### src/bfe_pkg.sv
package bfe_pkg;

    localparam int MAX_BITS_LOG2 = 16;
    localparam int MIN_BITS_LOG2 = 6;
    localparam int HASH_COUNT    = 4;
    localparam int HASH_IDX_W    = $clog2(HASH_COUNT);
    localparam int WORD_BITS     = 64;
    localparam int BIT_AW        = $clog2(WORD_BITS);
    localparam int IDX_W         = MAX_BITS_LOG2;
    localparam int WORD_AW       = MAX_BITS_LOG2 - BIT_AW;
    localparam int STORE_WORDS   = 1 << WORD_AW;
    localparam int CFG_W         = 5;
    localparam int COUNT_W       = 32;
    localparam int ONES_W        = MAX_BITS_LOG2 + 1;
    localparam int OUT_DEPTH     = 4;
    localparam int CREDIT_W      = $clog2(OUT_DEPTH + 1);

    localparam logic [1:0] OP_ADD    = 2'd0;
    localparam logic [1:0] OP_QUERY  = 2'd1;
    localparam logic [1:0] OP_CLEAR  = 2'd2;
    localparam logic [1:0] OP_STATUS = 2'd3;

    typedef struct packed {
        logic [1:0]  opcode;
        logic [63:0] hash_a;
        logic [63:0] hash_b;
        logic [63:0] hash_c;
        logic [63:0] hash_d;
    } in_item_t;

    typedef struct packed {
        logic               maybe_present;
        logic [COUNT_W-1:0] items_added;
        logic [ONES_W-1:0]  bits_set;
    } out_item_t;

    typedef struct packed {
        logic [1:0]                           op;
        logic [HASH_COUNT-1:0][WORD_AW-1:0]   word_idx;
        logic [HASH_COUNT-1:0][BIT_AW-1:0]    bit_pos;
    } cmd_t;

    typedef struct packed {
        logic [1:0]         op;
        logic [WORD_AW-1:0] word_idx;
        logic [BIT_AW-1:0]  bit_pos;
        logic               first;
        logic               last;
        logic               emit;
    } beat_t;

endpackage

### src/bfe_cmd_queue.sv
module bfe_cmd_queue
    import bfe_pkg::*;
(
    input  logic clk,
    input  logic rst_n,
    input  logic push,
    input  cmd_t push_cmd,
    output logic q_full,
    input  logic pop,
    output cmd_t head,
    output logic q_empty
);

    cmd_t       slot_reg [2];
    logic       wr_ptr_reg;
    logic       rd_ptr_reg;
    logic [1:0] count_reg;

    assign q_full  = (count_reg == 2'd2);
    assign q_empty = (count_reg == 2'd0);
    assign head    = slot_reg[rd_ptr_reg];

    always_ff @(posedge clk)
    begin
        if (push)
            slot_reg[wr_ptr_reg] <= push_cmd;
    end

    always_ff @(posedge clk or negedge rst_n)
    begin
        if (!rst_n)
        begin
            wr_ptr_reg <= 1'b0;
            rd_ptr_reg <= 1'b0;
            count_reg  <= 2'd0;
        end
        else
        begin
            if (push)
                wr_ptr_reg <= ~wr_ptr_reg;
            if (pop)
                rd_ptr_reg <= ~rd_ptr_reg;
            if (push && !pop)
                count_reg <= count_reg + 2'd1;
            else if (pop && !push)
                count_reg <= count_reg - 2'd1;
        end
    end

endmodule

### config.mk
export PLATFORM = sky130hd
export DESIGN_NAME = bfe_cmd_queue
export DESIGN_NICKNAME = d
export VERILOG_FILES = /design/src/bfe_pkg.sv /design/src/bfe_cmd_queue.sv
export SDC_FILE = /design/constraint.sdc
export NUM_CORES = 1
export LEC_CHECK = 0
export ABC_AREA = 1
export BUFFER_PORTS_ARGS = -buffer_cell sky130_fd_sc_hd__buf_2
export CORE_AREA = 2 2 102 104
export DETAILED_ROUTE_END_ITERATION = 6
export DIE_AREA = 0 0 104 106
export PLACE_DENSITY = 0.82
export SLEW_MARGIN = 20
export SYNTH_ARGS = -nofsm -noshare
export SYNTH_HDL_FRONTEND = slang
export SYNTH_SLANG_ARGS = --single-unit
### constraint.sdc
create_clock -name clk -period 4.43 [get_ports clk]
set_input_delay 1.1075 -clock clk [delete_from_list [all_inputs] [get_ports clk]]
set_output_delay 1.1075 -clock clk [all_outputs]
set_load 0.005 [all_outputs]
After elaboration in Yosys (flattened, before gate mapping)
Memories as Yosys holds them, arrays and structs flattened.
Cells that the tools add are included.
{"block": "totals", "regBits": 4, "mem_bits_rw": 132, "wordCells": 19, "n_memories": 1}
{"name": "slot_reg", "words": 2, "word_bits": 66, "rd": 1, "rd_clocked_by_memory_dff": 0, "write_ports": 1, "line": "bfe_cmd_queue.sv:14", "source": "cmd_t slot_reg [2];"}
{"block": "classes", "add_sub_neg": 2, "n_eq_ne": 1, "n_mux": 4, "n_bitwise": 2, "reduce_logical": 6}
{"operator": "$mux W2", "n": 2}
{"operator": "$add A2 B1 Y2 const B", "n": 1}
{"operator": "$eq A2 B2 Y1 const B", "n": 1}
{"operator": "$logic_and A1 B1 Y1", "n": 2}
{"operator": "$logic_not A1 Y1", "n": 2}
{"operator": "$logic_not A2 Y1", "n": 1}
{"operator": "$mux W1", "n": 2}
{"operator": "$not A1 Y1", "n": 2}
{"operator": "$reduce_bool A2 Y1", "n": 1}
{"operator": "$sub A2 B1 Y2 const B", "n": 1}

Depth between registers and ports, before layout
{"block": "depth", "word_depth": 4, "mapped_depth": 7, "ltp_nobuf": 7}

Worst setup path before layout
No wires, ideal clock.
{"block": "synth_path", "path_kind": "in2reg", "from": "in push", "to": "mem slot_reg[0][0] in the netlist's numbering (enable)", "setup_ps": 492, "arrival_ps": 3915, "t_required_ps": 3938, "path_slack_ps": 23, "stages": 2, "path_cell_list": "inv_1 > nor2_1"}
{"block": "synth_between", "elab_chain_cells": 2}
{"element": "start, declared", "line": "bfe_cmd_queue.sv:6", "source": "input logic push,"}
{"element": "$mux W1", "line": "bfe_cmd_queue.sv:25", "source": "if (push)"}
{"element": "$mux W1 (implied by the code)", "line": "bfe_cmd_queue.sv:26", "source": "slot_reg[wr_ptr_reg] <= push_cmd;"}
{"element": "end, declared", "line": "bfe_cmd_queue.sv:14"}
Every way passes these cells.

==> reports/metrics.yaml <==
run_status:
  status: "finished clean"
placement:
  dp_hpwl_um: 5410
  place_area_um2: 5920
  dp_slack_ns: 1.61
  placed_cells_incl_taps: 498
  routabilityCongestion: 0.748
  io_buffers: 137
synth:
  synth.distinct_cells: 15
  synth_seq_cells: 136
  syn_inst: 230
  yosys_warnings: 0
  synthTopCellsByArea: "edfxtp_1 (78%), mux2_4 (8.9%), mux2_2 (8.0%), dfrtp_1 (2.0%), buf_6 (0.66%)"
  synth_fp_nets: 301
  yosys.area.top_type: "edfxtp_1"
  seq_area_frac_synth: 0.800
  syn_avg_cell_area_um2: 22.1
  syn-cell-area_um2: 5080
  synth_top_area_frac: 0.780
clock_network:
  cts_buffers: 17
  clk-insertion-delay-late_ns: 0.50
  ctsHoldBuffers: 0
  cts_tree: "done"
  cts_buffer_depth: 2
  post_cts_resized: 0
  root_buffer: "clkbuf_8"
  htree_levels: 4
  cts.sinks: 136
  clkTransAtPathRegs_ns: 0.06
  cts_setup_buffers: 0
global_route:
  global_route.overflow_total: 0
  grt_pass1_vias: 2704
  antenna_found_initial: 0
  use_met3: 0.0589
  gr-usage-all-layers: 0.163
  met2_usage: 0.285
  grt_pass1_wl_um: 13400
  busiest_layer: "met2"
  grt_max_degree: 68
  use_met1: 0.186
floorplanning:
  start_util: 0.508
  die_w_um: 104
  die_h_um: 106
  dieArea_um2: 11000
  io_pins: 138
  rows: 37
  coreArea_um2: 10000
critical_path:
  required_ns: 3.32
  startpoint: "rd_ptr_reg"
  endpoint: "head[16]"
  end_kind: "primary output"
  crit_type: "reg -> out"
  r2r_slack_ns: 2.69
  rr_startpoint: "wr_ptr_reg"
  r2r_cells: 3
  rr_endpoint: "slot_reg[1][8]"
  critPathArrivalTime_ns: 2.24
  critPathLaunchType: "flip-flop"
  crit_fanout: 67
route:
  avgRoutedWirePerCell_um: 16.2
  postRouteAntennaNets: 0
  drtPass1Iterations: 5
  initialDrtViolationCount: 127
  drt-vias-per-instance: 4.79
  drc_errors: 0
  vias: 2540
  wirelength_um: 8600
sta:
  setup_ws_ns: 1.09
  fmax_mhz: 299
  relSlewSlack: 0.284
  setup_violations: 0
  fin_skew_ns: 0.00664
  drv_slew: 0
  hold_violations: 0
  tns_ns: 0
  rsz0062_at_grt: "false"
  period_share: 0.755
  worst_pin_slew_ns: 1.07
  post-route-min-period_ns: 3.34
final_layout:
  finalCoreUtilization: 0.648
  nets: 452
  largest_reg_flops: 132
  insertedDiodeCount: 0
  stdcell_count: 530
  drive_gt1_frac: 0.596
  area_delta_synth_final_pct: 27.5
  final_area_um2: 6480
power_and_ir_drop:
  powerDensity_nw_per_um2: 641
  vdd_drop_max_v: 0.000296
  p_leak_nw: 2.57
run:
  drv_cap: 0
min_path:
  min_path_type: "in -> async"
==> cells by family after synthesis <==
group,count (synthesis),synth area share
mux,66,0.168
xor+xnor,3,0.00517
buf+inv,14,0.0162
fa+ha+maj,1,0.00246
flops,136,0.800
simple gates,10,0.00812
==> how the worst min path moves through the flow <==
stage	start	to	cells past startpoint	slack [ns]
5_1_grt	rst_n	count_reg[1]	1	0.38
3_3_place_gp	count_reg[1]	count_reg[1]	2	0.48
2_1_floorplan	count_reg[1]	count_reg[1]	2	0.46
6_report	rst_n	count_reg[1]	1	0.41
4_1_cts	rst_n	count_reg[1]	1	0.38
3_5_place_dp	count_reg[1]	count_reg[1]	2	0.50
==> cell usage after synthesis (all sizes together) <==
cell type / number
inv: 7
dfrtp: 4
nand4: 1
nor2: 3
mux2: 66
ha: 1
edfxtp: 132
buf: 7
xnor2: 1
xor2: 2
nand2: 5
nand3: 1
==> critical path, stage by stage, from the launching register on <==
cell     delay [ns]
dfrtp_4        1.08
mux2_2         0.43
buf_2          0.13
==> stage by stage <==
step / power (mW) / hold slack [ns]
floorplan: 2.51 / 0.463
global placement: 2.87 / 0.477
detailed placement: 2.90 / 0.496
CTS: 4.22 / 0.383
global route: 4.35 / 0.383
finish: 4.15 / 0.414
==> layout by cell type (no fill, tap or decap), types with 2 or more instances in the layout <==
master,Yosys,routed
buf_2,3,137
bufinv_16,0,2
clkbuf_1,0,5
clkbuf_16,0,16
clkbuf_8,0,3
clkinv_2,0,3
clkinvlp_4,0,3
dfrtp_1,4,3
edfxtp_1,132,132
inv_1,7,6
mux2_2,36,36
mux2_4,30,30
nand2_1,5,5
nor2_1,3,2
xor2_1,2,2
==> where the power goes <==
| part | switching [mW] | internal, mW | leakage, nW |
|---|---|---|---|
| logic | 0.362 | 0.573 | 1.02 |
| clock network | 0.471 | 0.828 | 0.265 |
| registers | 0.208 | 1.71 | 1.29 |
| total | 1.04 | 3.11 | 2.57 |
==> layout make-up <==
| type | instances | area [um2] |
|---|---|---|
| Sequential cell | 136 | 4070 |
| Fill cell | 734 | 3520 |
| Multi-Input combinational cell | 80 | 943 |
| Timing Repair Buffer | 139 | 713 |
| Clock buffer | 24 | 460 |
| Tap cell | 136 | 170 |
| Clock inverter | 8 | 97.6 |
| Inverter | 7 | 26.3 |
==> layer usage <==
layer / vias up / wire, um
li1: 1201 / -
met1: 1240 / 3500
met2: 95 / 4500
met3: 4 / 552
met4: 0 / 45
met5: - / 0
No activity file was read; power rests on OpenSTA's default activity.
