==> src/bfe_pkg.sv <==
package bfe_pkg;

    localparam int MAX_BITS_LOG2 = 16;
    localparam int MIN_BITS_LOG2 = 6;
    localparam int HASH_COUNT    = 4;
    localparam int HASH_IDX_W    = $clog2(HASH_COUNT);
    localparam int WORD_BITS     = 64;
    localparam int BIT_AW        = $clog2(WORD_BITS);
    localparam int IDX_W         = MAX_BITS_LOG2;
    localparam int WORD_AW       = MAX_BITS_LOG2 - BIT_AW;
    localparam int STORE_WORDS   = 1 << WORD_AW;
    localparam int CFG_W         = 5;
    localparam int COUNT_W       = 32;
    localparam int ONES_W        = MAX_BITS_LOG2 + 1;
    localparam int OUT_DEPTH     = 4;
    localparam int CREDIT_W      = $clog2(OUT_DEPTH + 1);

    localparam logic [1:0] OP_ADD    = 2'd0;
    localparam logic [1:0] OP_QUERY  = 2'd1;
    localparam logic [1:0] OP_CLEAR  = 2'd2;
    localparam logic [1:0] OP_STATUS = 2'd3;

    typedef struct packed {
        logic [1:0]  opcode;
        logic [63:0] hash_a;
        logic [63:0] hash_b;
        logic [63:0] hash_c;
        logic [63:0] hash_d;
    } in_item_t;

    typedef struct packed {
        logic               maybe_present;
        logic [COUNT_W-1:0] items_added;
        logic [ONES_W-1:0]  bits_set;
    } out_item_t;

    typedef struct packed {
        logic [1:0]                           op;
        logic [HASH_COUNT-1:0][WORD_AW-1:0]   word_idx;
        logic [HASH_COUNT-1:0][BIT_AW-1:0]    bit_pos;
    } cmd_t;

    typedef struct packed {
        logic [1:0]         op;
        logic [WORD_AW-1:0] word_idx;
        logic [BIT_AW-1:0]  bit_pos;
        logic               first;
        logic               last;
        logic               emit;
    } beat_t;

endpackage

==> src/bfe_res_queue.sv <==
module bfe_res_queue
    import bfe_pkg::*;
(
    input  logic      clk,
    input  logic      rst_n,
    input  logic      push,
    input  out_item_t push_item,
    output logic      q_full,
    input  logic      pop,
    output out_item_t head,
    output logic      q_empty
);

    localparam int PTR_W = $clog2(OUT_DEPTH);

    out_item_t         slot_reg [OUT_DEPTH];
    logic [PTR_W-1:0]  wr_ptr_reg;
    logic [PTR_W-1:0]  rd_ptr_reg;
    logic [PTR_W:0]    count_reg;

    assign q_full  = (count_reg == (PTR_W+1)'(OUT_DEPTH));
    assign q_empty = (count_reg == '0);
    assign head    = slot_reg[rd_ptr_reg];

    always_ff @(posedge clk)
    begin
        if (push)
            slot_reg[wr_ptr_reg] <= push_item;
    end

    always_ff @(posedge clk or negedge rst_n)
    begin
        if (!rst_n)
        begin
            wr_ptr_reg <= '0;
            rd_ptr_reg <= '0;
            count_reg  <= '0;
        end
        else
        begin
            if (push)
                wr_ptr_reg <= wr_ptr_reg + 1'b1;
            if (pop)
                rd_ptr_reg <= rd_ptr_reg + 1'b1;
            if (push && !pop)
                count_reg <= count_reg + 1'b1;
            else if (pop && !push)
                count_reg <= count_reg - 1'b1;
        end
    end

endmodule

==> config.mk <==
export PLATFORM = sky130hd
export DESIGN_NAME = bfe_res_queue
export DESIGN_NICKNAME = d
export VERILOG_FILES = /design/src/bfe_pkg.sv /design/src/bfe_res_queue.sv
export SDC_FILE = /design/constraint.sdc
export NUM_CORES = 1
export LEC_CHECK = 0
export ABC_AREA = 1
export BUFFER_PORTS_ARGS = -buffer_cell sky130_fd_sc_hd__buf_2
export CAP_MARGIN = 20
export CORE_ASPECT_RATIO = 0.75
export CORE_MARGIN = 1.5
export CORE_UTILIZATION = 62
export DETAILED_ROUTE_END_ITERATION = 10
export PLACE_DENSITY = 0.85
export SYNTH_ARGS = -nofsm -noshare
export SYNTH_HDL_FRONTEND = slang
export SYNTH_SLANG_ARGS = --single-unit
==> constraint.sdc <==
create_clock -name clk -period 4.61 [get_ports clk]
set_clock_uncertainty 0.15 [all_clocks]
set_input_delay 0.6915 -clock clk [delete_from_list [all_inputs] [get_ports clk]]
set_output_delay 0.6915 -clock clk [all_outputs]
set_load 0.05 [all_outputs]
; Yosys cells after proc, flatten, opt, wreduce, memory -nomap -nowiden
; Memories as Yosys holds them, arrays and structs flattened.
; Cells that the tools add are included.
[classes]
reduce_logical = 6
muxes = 4
eq_ne = 1
add_sub_neg = 4
[op_table]
columns = operator, count
row1 = 3-bit 2-to-1 mux, 2
row2 = 2-bit by 1-bit adder with 2-bit output (second input constant), 2
row3 = 3-bit by 1-bit adder with 3-bit output (second input constant), 1
row4 = 3-bit equality test (second input constant), 1
row5 = 3-bit logical NOT, 1
row6 = 3-bit by 1-bit subtractor with 3-bit output (second input constant), 1
row7 = 1-bit logical AND, 2
row8 = 1-bit logical NOT, 2
row9 = 1-bit 2-to-1 mux, 2
row10 = 2-bit nonzero test, 1
[totals]
in_bits = 54
word_cells = 19
output_inout_bits = 52
n_memories = 1
ram_bits = 200
register_bits = 7
[memory_table]
columns = name, depth, width, read_ports, rd_ports_with_merged_regs, wr, line
row1 = slot_reg, 4, 50, 1, 0, 1, bfe_res_queue.sv:16  ; out_item_t slot_reg [OUT_DEPTH];

; Depth between registers and ports, before layout
[logic_depth]
depth_word = 4
mapped_depth = 9
depth_no_buf = 9

; Worst setup path before layout
; Ideal clock, no wire load.
[synth_timing]
path_type = input to register
start = input port push
end = memory slot_reg[0][0] (netlist name) (enable)
path_slack_ns = 2.095
path_buffers = 1
arrival_time_ns = 1.961
t_required_ns = 4.056
setup_ns = 0.404
cell_stages = 3
cell_sequence = clkbuf_1 > nand2_1 > inv_1
[synth_between]
elab_chain_len = 2
[synth_rtl]
columns = item, line
row1 = "start, declared", bfe_res_queue.sv:6  ; input logic push,
row2 = 1-bit 2-to-1 mux, bfe_res_queue.sv:27  ; if (push)
row3 = 1-bit 2-to-1 mux (implied by the code), bfe_res_queue.sv:28  ; slot_reg[wr_ptr_reg] <= push_item;
row4 = "end, declared", bfe_res_queue.sv:16
; Every way passes these cells.

==> results.md <==
- Area Growth Syn to Fin: 15.18%
- Area of the placeable core: 0.01302 mm2
- Type of the worst setup path: reg2out
- Post-Route WL: 15,950 um
- Cell area after synthesis: 0.008278 mm2
- TritonCTS clock tree: built
- Most frequent standard cell in the layout excluding fill and tap cells: sky130_fd_sc_hd__edfxtp_1
- Overall fraction of global-route tracks in use: 23.29%
- Fraction of synthesized cell area taken by the top area cell type: 72.55%
- Post-CTS repair timing setup buffer count: 0
- Clock insertion delay at the later pin of the skew report: 470 ps
- Max stage delay cell, worst path: sky130_fd_sc_hd__dfrtp_4
- Endpoint type of the worst setup path: output port
- Highest routing layer actually used: met4
- Number of instances in the synthesized netlist: 631
- Violation count after the first detailed-routing iteration: 349
- Number of I/O pins: 106
- Inserted Clock Buffers: 20
- Nets in the synthesized netlist: 691
- Data required time at the worst endpoint: 3770 ps
- Tmin final: 3471 ps
- Buffer depth of the longest clock path: 3
- Max-capacitance violation count: 0
- Dpl hpwl: 9357 um
- Routed length on met3: 1224 um
- Hold WC Path Type: in2reg
- Run status: finished clean
- Leakage power: 3.879 nW
- Floorplan die area: 0.01406 mm2
- Worst hold-check slack: 274.2 ps
- RSZ-0062 raised after global routing: no
- Power per Cell Area: 754.0 mW/mm2
- PortBufs: 105
- Vias/cell: 5.407
- Filler cell count in the final layout: 838
- Vias: 4,958
- Slew at the pin closest to its max-slew limit: 1064 ps
- Flip-flop count of the largest register after layout: 200
- Setup ws final: 1139 ps
- First-pass GRT wire length: 24,460 um
- Peak VDD IR: 0.0005982 V
- Slowest cell delay on critical path: 940 ps
- Number of different library cells in the post-synthesis netlist: 18
- Largest net degree at the start of global routing: 123
- Final worst-path cycle share: 75.29%
- CTS clock-pin slew for the worst setup and hold paths: 60 ps
- Category of the worst setup path launch point: register
- Reg-to-Reg Start: wr_ptr_reg[0]$_DFFE_PN0P_
- Fraction of layout cells with a size suffix above 1: 18.93%
- Total setup violations reported at the end of the flow: 0
- Starting density of the core: 63.59%
- Floorplan row count: 36
- Power, Total: 7.189 mW
- Count of endpoints failing hold in the final timing report: 0
- Maximum operating frequency: 288.1 MHz
- Total negative slack: 0 ps
- Critical Path Source: rd_ptr_reg[0]$_DFFE_PN0P_
- Max-slew headroom at the worst pin: 28.97%
- CTS sink cnt: 207
- Wire length on met2: 8107 um
- Nets@finish: 791
- Source of the worst hold timing path: push_item[13]
- Sequential-to-total area share from yosys stat: 74.67%
- Highest-count cells in the layout ignoring fill and taps: 200 x sky130_fd_sc_hd__edfxtp_1, 163 x sky130_fd_sc_hd__nand2_1, 107 x sky130_fd_sc_hd__inv_1
- DRC viols: 0
- Final Wtd Congestion: 0.7040
- Cell type with the highest aggregate area in the netlist: sky130_fd_sc_hd__edfxtp_1
- Initial antenna violation count: 3
- Number of storage elements in the synthesis netlist: 207
- Die height: 103.1 um
- Yosys Warn Count: 0
- Via count of the first global-routing pass: 4,959
- Library cell used as clock root buffer: sky130_fd_sc_hd__clkbuf_16
- Cells traversed along the worst timing path: buf_12 > o211ai_1 > nand2_1 > buf_2
- Routed wire length per instance: 17.39 um
- Main area contributors after synthesis: sky130_fd_sc_hd__edfxtp_1 73%, sky130_fd_sc_hd__o211ai_1 9.1%, sky130_fd_sc_hd__nand2_1 7.4%
- Global route total overflow: 0
- Max-slew violation total from the final report: 0
- Die boundary width: 136.4 um
- Met1 layer wirelength in the final routing: 6369 um
- Dpl ws: 1730 ps
- Mapped Avg Cell Area: 13.12 um2
- Final Core Density: 73.24%
- Remaining antenna violation count after routing: 0
- Critical Path AT: 2630 ps
- CP max FO: 122
- Pre-Repair DR Iteration Count: 5
- H-Tree Depth: 1
-- worst paths after layout --
path	end	slack [ps]	cells after the start
max in group asynchronous	rd_ptr_reg[0]$_DFFE_PN0P_	3700	2
worst max register to register	slot_reg[2][12]$_DFFE_PP_	2370	5
worst min-delay path	slot_reg[2][13]$_DFFE_PP_	270	1
min in group asynchronous	count_reg[2]$_DFFE_PN0P_	430	2
worst max-delay path	head[20]	1140	4
worst min register to register	count_reg[2]$_DFFE_PN0P_	360	2
-- layout make-up --
class	instances	area, um2	area share (%)
multi-input cells	278	1506	15.80
repair buffers	112	593.1	6.220
flip-flops and latches	207	6186	64.88
well taps	171	214.0	2.244
diodes	1	2.502	0.02625
inverters	112	420.4	4.409
clock inverters	11	71.32	0.7480
clock buffers	25	540.5	5.669
-- cell families (layout without fill, tap and decap cells) --
group / count (synthesis) / in the layout / share of synthesized area [%]
xor gates and xnor gates: 4 / 4 / 0.4233
AOI/OAI and AO/OA: 101 / 101 / 9.129
and+or+nand+nor: 167 / 167 / 7.648
other: 0 / 1 / 0
adders and majority gates: 6 / 6 / 0.9976
DFF: 207 / 207 / 74.67
buffers and inverters: 146 / 260 / 7.134
-- synthesized netlist by cell type --
cell                       number
sky130_fd_sc_hd__buf_1          1
sky130_fd_sc_hd__buf_2         22
sky130_fd_sc_hd__buf_4          4
sky130_fd_sc_hd__clkbuf_1       7
sky130_fd_sc_hd__dfrtp_1        7
sky130_fd_sc_hd__edfxtp_1     200
sky130_fd_sc_hd__fa_1           1
sky130_fd_sc_hd__ha_1           5
sky130_fd_sc_hd__inv_1        111
sky130_fd_sc_hd__inv_2          1
sky130_fd_sc_hd__nand2_1      163
sky130_fd_sc_hd__nand3_1        1
sky130_fd_sc_hd__nand4_1        1
sky130_fd_sc_hd__nor3_1         2
sky130_fd_sc_hd__o211ai_1     100
sky130_fd_sc_hd__o21ai_1        1
sky130_fd_sc_hd__xnor2_1        1
sky130_fd_sc_hd__xor2_1         3
-- critical path: cells and delay by family (launching register included) --
| kind | cells | cell delay (ps) |
|---|---|---|
| AO/OA/AOI/OAI | 1 | 210 |
| buffers and inverters | 2 | 680 |
| AND/OR/NAND/NOR | 1 | 140 |
| flip-flops | 1 | 940 |
-- routing by layer --
layer  vias up  track usage, %
met4         0           6.710
met5         -               0
met1      2384           28.30
met2       173           41.45
met3        22           6.391
li1       2379               -
-- through the flow --
stage	instance area, um2	cells
floorplan	8278	631
global placement	8910	879
detailed placement	8910	879
CTS	9532	916
global route	9532	916
finish	9534	917
-- where the power goes --
group | total [mW] | internal [mW] | switching, mW
sequential | 2.67 | 2.47 | 0.202
clock | 1.52 | 0.884 | 0.640
combinational | 2.99 | 0.663 | 2.33
-- timing repair --
action	CTS	global route
endpoints found under the setup margin	0	0
endpoints found under the hold margin	7	0
hold buffers	1	0
gates resized for setup	0	0
Note: power is estimated with default switching activity, not from simulation.
