## src/bfe_pkg.sv

```systemverilog
package bfe_pkg;

    localparam int MAX_BITS_LOG2 = 16;
    localparam int MIN_BITS_LOG2 = 6;
    localparam int HASH_COUNT    = 4;
    localparam int HASH_IDX_W    = $clog2(HASH_COUNT);
    localparam int WORD_BITS     = 64;
    localparam int BIT_AW        = $clog2(WORD_BITS);
    localparam int IDX_W         = MAX_BITS_LOG2;
    localparam int WORD_AW       = MAX_BITS_LOG2 - BIT_AW;
    localparam int STORE_WORDS   = 1 << WORD_AW;
    localparam int CFG_W         = 5;
    localparam int COUNT_W       = 32;
    localparam int ONES_W        = MAX_BITS_LOG2 + 1;
    localparam int OUT_DEPTH     = 4;
    localparam int CREDIT_W      = $clog2(OUT_DEPTH + 1);

    localparam logic [1:0] OP_ADD    = 2'd0;
    localparam logic [1:0] OP_QUERY  = 2'd1;
    localparam logic [1:0] OP_CLEAR  = 2'd2;
    localparam logic [1:0] OP_STATUS = 2'd3;

    typedef struct packed {
        logic [1:0]  opcode;
        logic [63:0] hash_a;
        logic [63:0] hash_b;
        logic [63:0] hash_c;
        logic [63:0] hash_d;
    } in_item_t;

    typedef struct packed {
        logic               maybe_present;
        logic [COUNT_W-1:0] items_added;
        logic [ONES_W-1:0]  bits_set;
    } out_item_t;

    typedef struct packed {
        logic [1:0]                           op;
        logic [HASH_COUNT-1:0][WORD_AW-1:0]   word_idx;
        logic [HASH_COUNT-1:0][BIT_AW-1:0]    bit_pos;
    } cmd_t;

    typedef struct packed {
        logic [1:0]         op;
        logic [WORD_AW-1:0] word_idx;
        logic [BIT_AW-1:0]  bit_pos;
        logic               first;
        logic               last;
        logic               emit;
    } beat_t;

endpackage

```

## src/bfe_front.sv

```systemverilog
module bfe_front
    import bfe_pkg::*;
(
    input  logic             clk,
    input  logic             rst_n,
    input  logic             cfg_valid,
    output logic             cfg_ready,
    input  logic [CFG_W-1:0] cfg_data,
    input  in_item_t         item,
    output cmd_t             cmd
);

    logic [IDX_W-1:0]   mask_reg;
    logic [IDX_W-1:0]   mask_next;
    logic [CFG_W-1:0]   act_log2;
    logic [IDX_W:0]     span;
    logic [63:0]        hashes [4];
    logic [IDX_W-1:0]   idx;

    assign cfg_ready = 1'b1;

    // Out-of-range sizes are pinned to the supported limits.
    always_comb
    begin
        if (cfg_data < CFG_W'(MIN_BITS_LOG2))
            act_log2 = CFG_W'(MIN_BITS_LOG2);
        else if (cfg_data > CFG_W'(MAX_BITS_LOG2))
            act_log2 = CFG_W'(MAX_BITS_LOG2);
        else
            act_log2 = cfg_data;
        span      = (IDX_W+1)'(1) << act_log2;
        mask_next = IDX_W'(span - 1'b1);
    end

    always_ff @(posedge clk or negedge rst_n)
    begin
        if (!rst_n)
            mask_reg <= '1;
        else if (cfg_valid && cfg_ready)
            mask_reg <= mask_next;
    end

    assign hashes[0] = item.hash_a;
    assign hashes[1] = item.hash_b;
    assign hashes[2] = item.hash_c;
    assign hashes[3] = item.hash_d;

    always_comb
    begin
        cmd    = '0;
        idx    = '0;
        cmd.op = item.opcode;
        for (int i = 0; i < HASH_COUNT; i++)
        begin
            idx             = hashes[i % 4][IDX_W-1:0] & mask_reg;
            cmd.word_idx[i] = idx[IDX_W-1:BIT_AW];
            cmd.bit_pos[i]  = idx[BIT_AW-1:0];
        end
    end

endmodule

```

## config.mk

```make
export PLATFORM = sky130hd
export DESIGN_NAME = bfe_front
export DESIGN_NICKNAME = d
export VERILOG_FILES = /design/src/bfe_pkg.sv /design/src/bfe_front.sv
export SDC_FILE = /design/constraint.sdc
export NUM_CORES = 1
export LEC_CHECK = 0
export BUFFER_PORTS_ARGS = -buffer_cell sky130_fd_sc_hd__buf_4
export CAP_MARGIN = 10
export CORE_AREA = 10 10 120 122
export CTS_CLUSTER_DIAMETER = 50
export DETAILED_ROUTE_END_ITERATION = 8
export DIE_AREA = 0 0 130 132
export PLACE_DENSITY = 0.55
export SYNTH_ARGS = -nofsm -noshare
export SYNTH_HDL_FRONTEND = slang
export SYNTH_SLANG_ARGS = --single-unit
```

## constraint.sdc

```tcl
create_clock -name clk -period 2.1 [get_ports clk]
set_input_delay 0.21 -clock clk [delete_from_list [all_inputs] [get_ports clk]]
set_output_delay 0.21 -clock clk [all_outputs]
set_load 0.005 [all_outputs]
```

* Word level (Yosys, flattened, before mapping) *
Index checks and enable logic that the tools add are counted.

storage, ports and cells
  register bits = 16
  input bits = 266
  output and inout port bits = 67
  word-level logic and storage cells = 11

operators by class
  add/subtract/negate cells = 1
  $lt $le $gt $ge = 2
  shift-type cells = 1
  multiplexer cells = 2
  bitwise operators = 4

operators by type and width
  cell                                                                          count
  16-bit AND                                                                    4
  1-bit by 5-bit left shift with 16-bit output, first input constant            1
  16-bit by 1-bit subtractor with 16-bit output, second input constant          1
  5-bit two-way mux                                                             2
  5-bit greater-than comparator, second input constant                          1
  5-bit by 3-bit less-than comparator with 1-bit output, second input constant  1

* Depth between registers and ports, before layout *
Gate-level depths: netlist (run 1).

  depth in word-level cells = 5
  gate-level depth with buffers = 5
  gate-level depth less buffers = 4

* Worst setup path after synthesis (run 1) *
Ideal clock, no wire load.

  path type = input to register
  start point = input cfg_data[1]
  end point = register mask_reg[8]
  arrival = 0.809 ns
  required time = 2.017 ns
  path slack = 1.208 ns
  stages on the path = 4
  path buffers = 1
  cell sequence = buf_4 > o31a_1 > a21oi_1 > o21ai_1

on the way
  word-level cells in the longest chain between the ends = 5
  elaborated cells between the ends (all ways) = 6
  those cells by class = add/sub: 1; order compare: 2; shift: 1; mux: 2

RTL lines
  item                                               line             RTL
  start, declared                                    bfe_front.sv:8   input logic [CFG_W-1:0] cfg_data,
  5-bit greater-than comparator                      bfe_front.sv:27  else if (cfg_data > CFG_W'(MAX_BITS_LOG2))
  5-bit two-way mux                                  bfe_front.sv:27
  5-bit two-way mux (*)                              bfe_front.sv:25  if (cfg_data < CFG_W'(MIN_BITS_LOG2))
  1-bit by 5-bit left shift with 16-bit output (*)   bfe_front.sv:31  span = (IDX_W+1)'(1) << act_log2;
  16-bit by 1-bit subtractor with 16-bit output (*)  bfe_front.sv:32  mask_next = IDX_W'(span - 1'b1);
  end signal, assigned                               bfe_front.sv:40  mask_reg <= mask_next;
  end, declared                                      bfe_front.sv:13  logic [IDX_W-1:0] mask_reg;

Every way passes the cells marked *; elsewhere a longest branch is shown, timed or not.
A chain may end at the register's enable or synchronous reset.

==> results_dict.tcl, run 1 <==
set metrics [dict create \
    clock_power_share_pct 32.2 \
    wire_per_inst_um 14.02 \
    grt_use_total_pct 6.350 \
    p_seq_share_pct 33.8 \
    rsz0062_at_grt "no" \
    hold_buffers 0 \
    status "completed" \
    yosys.area.top_type "dfstp_2" \
    syn_inst 147 \
    cts-resized-gates 0 \
    io_buffers 135 \
    grt_max_degree 28 \
    syn2layout_area_growth_pct 93.15 \
    grt_pass1_vias 1501 \
    fin_util_pct 20.45 \
    busiest_layer "met2" \
    async_flop_share_pct 100.0 \
    synth_most_common_cell "and2_1" \
    root_buffer "clkbuf_16" \
    clk_pin_slew_ps 50 \
    largest_reg_flops 16 \
    drv_cap 0 \
    crit_fanout 5 \
    postRouteAntennaNets 0 \
    p_leak_uw 0.001160 \
    power_frac_comb_pct 34.0 \
    synth_area_mm2 0.001261 \
    setup_tns_ps 0 \
    fin_crit_sh_pct 60.20 \
    reg2reg_to "mask_reg[8]" \
    grt_pass1_wl_um 8445 \
    synth_common_cells "and2_1 (64), dfstp_2 (16), nor2_1 (9)" \
    cp-end-kind "output port" \
    met3_usage_pct 5.189 \
    fin_nets 544 \
    startpoint_type "register" \
    reg2reg_from "mask_reg[8]" \
    finalHoldViolCount 0 \
    cts_buffer_depth 2 \
    finalCriticalPeriod_ps 1264 \
    cp.required_ps 1890 \
    fp.dieArea_mm2 0.01716 \
    fmax_mhz 791.1 \
    h-tree-depth 1 \
    drive_gt1_share_pct 58.91 \
    drc 0 \
    gp_congestion 0.6807 \
    ir_drop_uv 206.4 \
    fp-row-count 40 \
    setup_viol 0 \
    min_path_type "primary input to async pin" \
    use_met2_pct 10.32 \
    clock-sinks 16 \
    drt_iter0_drc 52 \
    critical_path_class "register to output port" \
    ioPinCount 333 \
    fin_cells 424 \
    synth_top_area_share_pct 33.33 \
    p_sw_uw 277.6 \
    synth-seq-cells 16 \
    routed_wl_um 5944 \
    p_per_area_mw_per_mm2 464.6 \
    start_util_pct 10.59 \
    rr_worst_depth 3 \
    whs_ps 46.21 \
    p_sw_share_pct 24.53 \
    clock-skew-final_ps 0 \
    synth.avg_cell_area_um2 8.580 \
    ys_warn_count 0 \
    die_x_um 130 \
    yosys-top-cells-area "dfstp_2 (33%), and2_1 (32%), buf_6 (5.4%)" \
    numCtsBuffers 3 \
    synth_ff_type "dfstp_2" \
    placedCellCount 419 \
    internal-power_uw 854.2 \
    seq_area_frac_synth_pct 33.33 \
    antenna_found_initial 4 \
    slew_violations 0 \
    insertion_delay_ps 240 \
    place_hpwl_um 5301 \
    setup_ws_ps 835.9 \
    grt-ovfl-total 0 \
    rrSetupSlack_ps 1220 \
    vias 1459 \
    cts_tree "yes" \
    core-area_mm2 0.01191 \
    ys_types 29 \
    post-place-ws_ps 1083 \
    cts_setup_buffers 0 \
    die_y_um 132 \
    synth_edf_count 0 \
    globalRouteMet1Util_pct 6.109 \
    arrival_ps 1050 \
    drt-pass1-iter-count 4 \
    vias_per_cell 3.441 \
]
cells by family after synthesis:
family | Yosys count | share of synthesized area (%)
other | 1 | 0.2973
XOR/XNOR | 1 | 0.6946
flip-flops | 16 | 33.33
adder cells (fa/ha/maj) | 1 | 0.9919
AO/OA/AOI/OAI | 24 | 12.80
buffers and inverters | 17 | 10.22
AND/OR/NAND/NOR | 85 | 39.98
multiplexers | 2 | 1.686
metrics by stage:
stage          power, uW  cell area [um2]
2_1_floorplan      526.8             1269
3_3_place_gp       776.5             2356
3_5_place_dp       784.8             2356
4_1_cts             1154             2431
5_1_grt             1203             2431
6_report            1132             2436
area by class of cell:
type                    count  area, um2
multi-input cells         116      719.4
flip-flops and latches     16      420.4
repair buffers            135       1013
fillers                  1326       9475
inverters                   5      18.77
well taps                 147      183.9
clock buffers               3      75.07
diodes                      2      5.005
layout by cell type, fill, tap and decap left out, drive strengths merged:
cell type / Yosys / layout
nor2b: 1 / 1
o21ai: 4 / 4
a21o: 1 / 1
a21oi: 6 / 6
o211ai: 2 / 2
dfstp: 16 / 16
inv: 5 / 5
nand2: 4 / 4
a31oi: 6 / 6
a311oi: 1 / 1
buf: 12 / 135
xnor2: 1 / 1
clkbuf: 0 / 3
diode: 0 / 2
and2: 64 / 64
nor3: 1 / 1
mux2: 1 / 1
ha: 1 / 1
o31a: 1 / 1
or2: 3 / 3
o21a: 2 / 2
nand4: 1 / 1
a41o: 1 / 1
nor2: 9 / 9
mux2i: 1 / 1
nor4: 2 / 2
conb: 1 / 3
per-layer routing:
metal	up-vias	part of all wire [%]
met4	4	0.40
met5	-	0.45
met3	6	17
met1	632	35
li1	733	-
met2	84	47
worst max-delay path, stage by stage (launching register included):
cell	delay, ps
dfstp_2	560
and2_1	140
buf_4	110
worst max path at each step:
stage                             from          end  depth (start not counted)
after floorplan            cfg_data[1]  mask_reg[8]                          4
after global placement    mask_reg[12]      cmd[50]                          2
after detailed placement  mask_reg[11]      cmd[49]                          2
after CTS                 mask_reg[11]      cmd[49]                          2
after global routing      mask_reg[14]      cmd[52]                          2
final                     mask_reg[11]      cmd[49]                          2
power groups by stage:
| stage | Combinational (uW) | Sequential (uW) | Clock [uW] |
|---|---|---|---|
| 2_1_floorplan | 154 | 373 | 0 |
| 4_1_cts | 395 | 387 | 373 |
| 3_5_place_dp | 394 | 391 | 0 |
| 3_3_place_gp | 387 | 389 | 0 |
| 5_1_grt | 425 | 393 | 385 |
| 6_report | 385 | 382 | 364 |
No activity file was read; power rests on OpenSTA's default activity.
==> run 2: changes to the inputs <==
- CORE_AREA: 10 10 120 122 -> 10 10 122 124
- DIE_AREA: 0 0 130 132 -> 0 0 132 134
- PLACE_DENSITY: 0.55 -> 0.53
- clock period: 2.1 -> 1.3 ns (I/O delays scaled with it)
==> run 2 against run 1 <==
Compared with the run above:
- routed wire length grew 3.0%
- first-iteration DRC count shrank 31%
- design area increased by 1.7%
==> results_dict.tcl, run 2 (synthesized netlist as in run 1, its figures left out) <==
set metrics [dict create \
    drive_gt1_share_pct 58.70 \
    place_hpwl_um 5474 \
    arrival_ps 1050 \
    setup_viol 0 \
    wl_met1_um 2117 \
    fp-row-count 41 \
    vias 1470 \
    fin_util_pct 19.87 \
    vias_per_cell 3.267 \
    slowest_stage "dfstp_2" \
    gp_congestion 0.6542 \
    p_per_area_mw_per_mm2 742.7 \
    p_leak_uw 0.001164 \
    cts_buffer_depth 2 \
    rsz0062_at_grt "no" \
    hp-start "cfg_data[3]" \
    setup_tns_ps 0 \
    clk_pin_slew_ps 50 \
    insertion_delay_ps 240 \
    clock-skew-final_ps 0 \
    cp-end-kind "output port" \
    drv_cap 0 \
    crit_chain "and2_1 > buf_4" \
    core-area_mm2 0.01247 \
    syn2layout_area_growth_pct 96.43 \
    reg2reg_to "mask_reg[8]" \
    crit_family "flip-flops" \
    cp.required_ps 1170 \
    rrSetupSlack_ps 420 \
    die_x_um 132 \
    critical_path_class "register to output port" \
    ir_drop_uv 239.3 \
    fp.dieArea_mm2 0.01769 \
    wl_met2_um 2820 \
    startpoint_type "register" \
    drt-pass1-iter-count 4 \
    hold_depth 3 \
    slew_violations 0 \
    hold_end "mask_reg[8]" \
    grt-ovfl-total 0 \
    crit_buf_inv 1 \
    met3_wirelength_um 1138 \
    postRouteAntennaNets 0 \
    min_path_type "primary input to register" \
    start_util_pct 10.12 \
    numCtsBuffers 3 \
    root_buffer "clkbuf_16" \
    fmax_mhz 849.5 \
    post-place-ws_ps 376.5 \
    grt_use_total_pct 6.480 \
    setup_ws_ps 122.8 \
    dpl_cell_area_mm2 0.002387 \
    die_y_um 134 \
    cts_tree "yes" \
    fin_nets 545 \
    cts_setup_buffers 0 \
    grt_max_degree 28 \
    status "completed" \
    wire_per_inst_um 13.61 \
    fin_crit_sh_pct 90.55 \
    rr_worst_depth 3 \
    ioPinCount 333 \
    io_buffers 135 \
    antenna_found_initial 6 \
    crit_fanout 5 \
    h-tree-depth 1 \
    slowest_delay_ps 560 \
    final_cell_mix "buf_4 (135), and2_1 (64), dfstp_2 (16)" \
    final_common_cell "buf_4" \
    grt_pass1_vias 1529 \
    drt_iter0_drc 36 \
    largest_reg_flops 16 \
    top_layer_used "met5" \
    fin_area_mm2 0.002477 \
    drc 0 \
    routed_wl_um 6124 \
    finalHoldViolCount 0 \
    grt_pass1_wl_um 8970 \
    finalCriticalPeriod_ps 1177 \
    reg2reg_from "mask_reg[8]" \
    clock-sinks 16 \
]
-- run 2: changes by cell type in the layout (fill, tap and decap cells not counted), sizes merged --
cell and change:
dlygate4sd3 +1
-- run 2: worst register-to-register path: stages, from the launching register on --
cell	delay [ps]
dfstp_2	550
nor2b_1	130
a31oi_1	50
o21ai_1	90
-- run 2: report_power, final --
| group | internal, uW | switching [uW] | leakage, uW |
|---|---|---|---|
| clock network | 404 | 194 | 0.0000370 |
| logic | 406 | 220 | 0.000959 |
| registers | 572 | 44.5 | 0.000168 |
| total | 1380 | 458 | 0.00116 |
-- run 2: worst max-delay path by stage --
| stage | start | to | cells after the start |
|---|---|---|---|
| finish | mask_reg[4] | cmd[16] | 2 |
| global placement | mask_reg[2] | cmd[14] | 2 |
| detailed placement | mask_reg[11] | cmd[49] | 2 |
| CTS | mask_reg[6] | cmd[54] | 2 |
| floorplan | cfg_data[1] | mask_reg[8] | 4 |
| global route | mask_reg[2] | cmd[14] | 2 |
-- run 2: final cells by class --
| class | instances | area, um2 |
|---|---|---|
| diodes | 2 | 5.005 |
| multi-input cells | 116 | 719.4 |
| clock buffers | 3 | 75.07 |
| inverters | 5 | 18.77 |
| fillers | 1404 | 9988 |
| repair buffers | 136 | 1023 |
| flip-flops and latches | 16 | 420.4 |
| well taps | 172 | 215.2 |
-- run 2: per-layer routing --
layer / global-route usage [%] / vias up
li1: - / 731
met1: 6.227 / 650
met2: 10.29 / 75
met3: 6.236 / 8
met4: 0.5562 / 6
met5: 0 / -
-- run 2: what timing repair did --
item                                   CTS  global route
hold buffers                             1             0
endpoints found under the hold margin   16             0
resized for setup                        0             0
-- run 2: metrics by stage --
stage / cells / hold WS [ps] / total power (uW)
detailed placement: 444 / 248.4 / 1266
finish: 450 / 158.5 / 1840
CTS: 448 / 157.2 / 1889
global placement: 444 / 240.6 / 1251
global route: 448 / 165.6 / 1978
floorplan: 149 / -17.84 / 851.0
==> run 3: changes to the inputs <==
- ABC_AREA: not set -> 1
- CORE_AREA: 10 10 122 124 -> 10 10 120 122
- DIE_AREA: 0 0 132 134 -> 0 0 130 132
- PLACE_DENSITY: 0.53 -> 0.55
==> run 3 against run 2 <==
Compared with the run above:
- worst hold slack improved by 4.5 ps
- critical path depth rose by 1
- power rose by 3.9%
- clock power rose by 10%
- worst setup slack got worse by 21 ps
- via count rose by 23%
- largest cell class unchanged
- combinational power barely moved
- design area rose by 5.9%
- synthesized area rose by 7.4%
- non-clock buffer count did not move
- count of clock-buffer cells in the layout rose by 1
- maximum frequency fell by 1.8%
==> results_dict.tcl, run 3 <==
set metrics [dict create \
    cp-end-kind "output port" \
    drt_iter0_drc 40 \
    clock-skew-final_ps 0 \
    yosys-top-cells-area "dfstp_2 (31%), nand2_1 (28%), inv_1 (21%)" \
    rrSetupSlack_ps 460 \
    fin_area_mm2 0.002624 \
    crit_fanout 5 \
    h-tree-depth 1 \
    grt_pass1_vias 1902 \
    synth_most_common_cell "nand2_1" \
    cts_tree "yes" \
    synthMuxAreaShare_pct 0 \
    insertion_delay_ps 240 \
    cts_setup_buffers 0 \
    grt_pass1_wl_um 9439 \
    start_util_pct 11.38 \
    min_path_type "primary input to register" \
    p_leak_uw 0.001796 \
    syn2layout_area_growth_pct 93.63 \
    place_hpwl_um 5481 \
    startpoint_type "register" \
    seq_area_frac_synth_pct 31.02 \
    reg2reg_from "mask_reg[6]" \
    gp_congestion 0.7402 \
    critical_path_class "register to output port" \
    reg2reg_to "mask_reg[6]" \
    ioPinCount 333 \
    grt_use_total_pct 6.792 \
    fin_nets 643 \
    synth.avg_cell_area_um2 5.693 \
    die_x_um 130 \
    synth-seq-cells 16 \
    synth_common_cells "nand2_1 (102), inv_1 (75), dfstp_2 (16), nand3_1 (6), o21ai_0 (6)" \
    slowest_stage "dfstp_2" \
    finalCriticalPeriod_ps 1198 \
    yosys.area_share.adder_pct 0.9234 \
    setup_viol 0 \
    clock-sinks 16 \
    async_flop_share_pct 100.0 \
    synth_edf_count 0 \
    wire_per_inst_um 11.83 \
    core-area_mm2 0.01191 \
    p_per_area_mw_per_mm2 728.6 \
    cp.required_ps 1170 \
    postRouteAntennaNets 0 \
    vias 1803 \
    ys_types 23 \
    hp-start "cfg_valid" \
    hold_buffers 1 \
    largest_reg_flops 16 \
    dpl_cell_area_mm2 0.002522 \
    syn_inst 238 \
    final_common_cell "buf_4" \
    routed_wl_um 6187 \
    grt-ovfl-total 0 \
    finalHoldViolCount 0 \
    yosys.area.top_type "dfstp_2" \
    fmax_mhz 834.6 \
    synth_compound_area_share_pct 4.894 \
    root_buffer "clkbuf_16" \
    fp-row-count 40 \
    hold_depth 3 \
    cts-resized-gates 0 \
    rr_worst_depth 2 \
    arrival_ps 1070 \
    drc 0 \
    drv_cap 0 \
    synth_top_area_share_pct 31.02 \
    hold_end "mask_reg[8]" \
    slew_violations 0 \
    vias_per_cell 3.447 \
    synth-simple-area-share_pct 38.78 \
    ir_drop_uv 341.1 \
    ys_warn_count 0 \
    cts_buffer_depth 2 \
    rsz0062_at_grt "no" \
    fp.dieArea_mm2 0.01716 \
    clk_pin_slew_ps 50 \
    fin_crit_sh_pct 92.17 \
    synth_ff_type "dfstp_2" \
    crit_chain "nand2_1 > inv_1 > buf_4" \
    drt-pass1-iter-count 4 \
    die_y_um 132 \
    synth_area_mm2 0.001355 \
    finalPower_uw 1912 \
    antenna_found_initial 3 \
    nFillCells 1364 \
    setup_tns_ps 0 \
    drive_gt1_share_pct 44.80 \
    synth_xor_area_share_pct 0 \
    numCtsBuffers 3 \
    status "completed" \
    grt_max_degree 19 \
    io_buffers 135 \
    final_cell_mix "buf_4 (135), nand2_1 (102), inv_1 (75)" \
    slowest_delay_ps 580 \
    synth_top_family_by_area "simple AND/OR/NAND/NOR gates" \
]
run 3: cell count changes after synthesis, sizes merged, moves of 6 or more:
cell and delta:
nand2 +102, inv +71, and2 -64, buf -8, nand3 +6
run 3: cells by family after synthesis:
kind of cell | Yosys count
simple gates | 127
fa+ha+maj | 1
compound gates | 11
flops | 16
other cells | 1
buf+inv | 82
run 3: metal layers:
metal | global-route usage [%] | share of wire, % | up-vias | wire, um
met5 | 0 | 0.52 | - | 32
met1 | 7.329 | 39 | 767 | 2398
met3 | 5.511 | 18 | 6 | 1111
met2 | 10.40 | 43 | 86 | 2636
met4 | 0.7500 | 0.13 | 4 | 8
li1 | - | - | 940 | -
run 3: where the power goes:
group          internal, uW  switching (uW)  leakage, uW
Combinational           363             262      0.00158
Sequential              571            56.2     0.000168
Clock                   467             192    0.0000442
Total                  1400             510      0.00180
run 3: final cells by class:
cell class | count | area, um2 | area share [%]
Timing Repair Buffer | 136 | 1023 | 39.01
Multi-Input combinational cell | 142 | 615.6 | 23.46
Sequential cell | 16 | 420.4 | 16.02
Inverter | 77 | 289.0 | 11.02
Tap cell | 147 | 183.9 | 7.010
Clock buffer | 4 | 88.84 | 3.386
Antenna cell | 1 | 2.502 | 0.09537
run 3: worst max-delay path by stage:
stage | start | to | slack, ps | cells after the start
after floorplan | cfg_data[4] | mask_reg[10] | 530 | 8
after global placement | cfg_valid | mask_reg[1] | 180 | 3
after detailed placement | cfg_valid | mask_reg[1] | 150 | 3
after CTS | mask_reg[6] | cmd[54] | 80 | 3
after global routing | mask_reg[6] | cmd[54] | 20 | 3
final | mask_reg[6] | cmd[54] | 100 | 3
run 3: worst max-delay path, delay by kind of cell, from the launching register on:
family	cells	cell delay, ps
buffers and inverters	2	160
AND/OR/NAND/NOR	1	90
flip-flops	1	580
run 3: through the flow:
stage                     setup slack (ps)  utilization, %  std cells  hold slack [ps]
final                                101.8           22.03        523            163.0
after global routing                 19.29           22.01        522            186.9
after CTS                            81.32           22.01        522            165.2
after detailed placement             151.3           21.18        517            244.2
after global placement               179.8           21.18        517            235.7
after floorplan                      528.1               -        240           -17.84
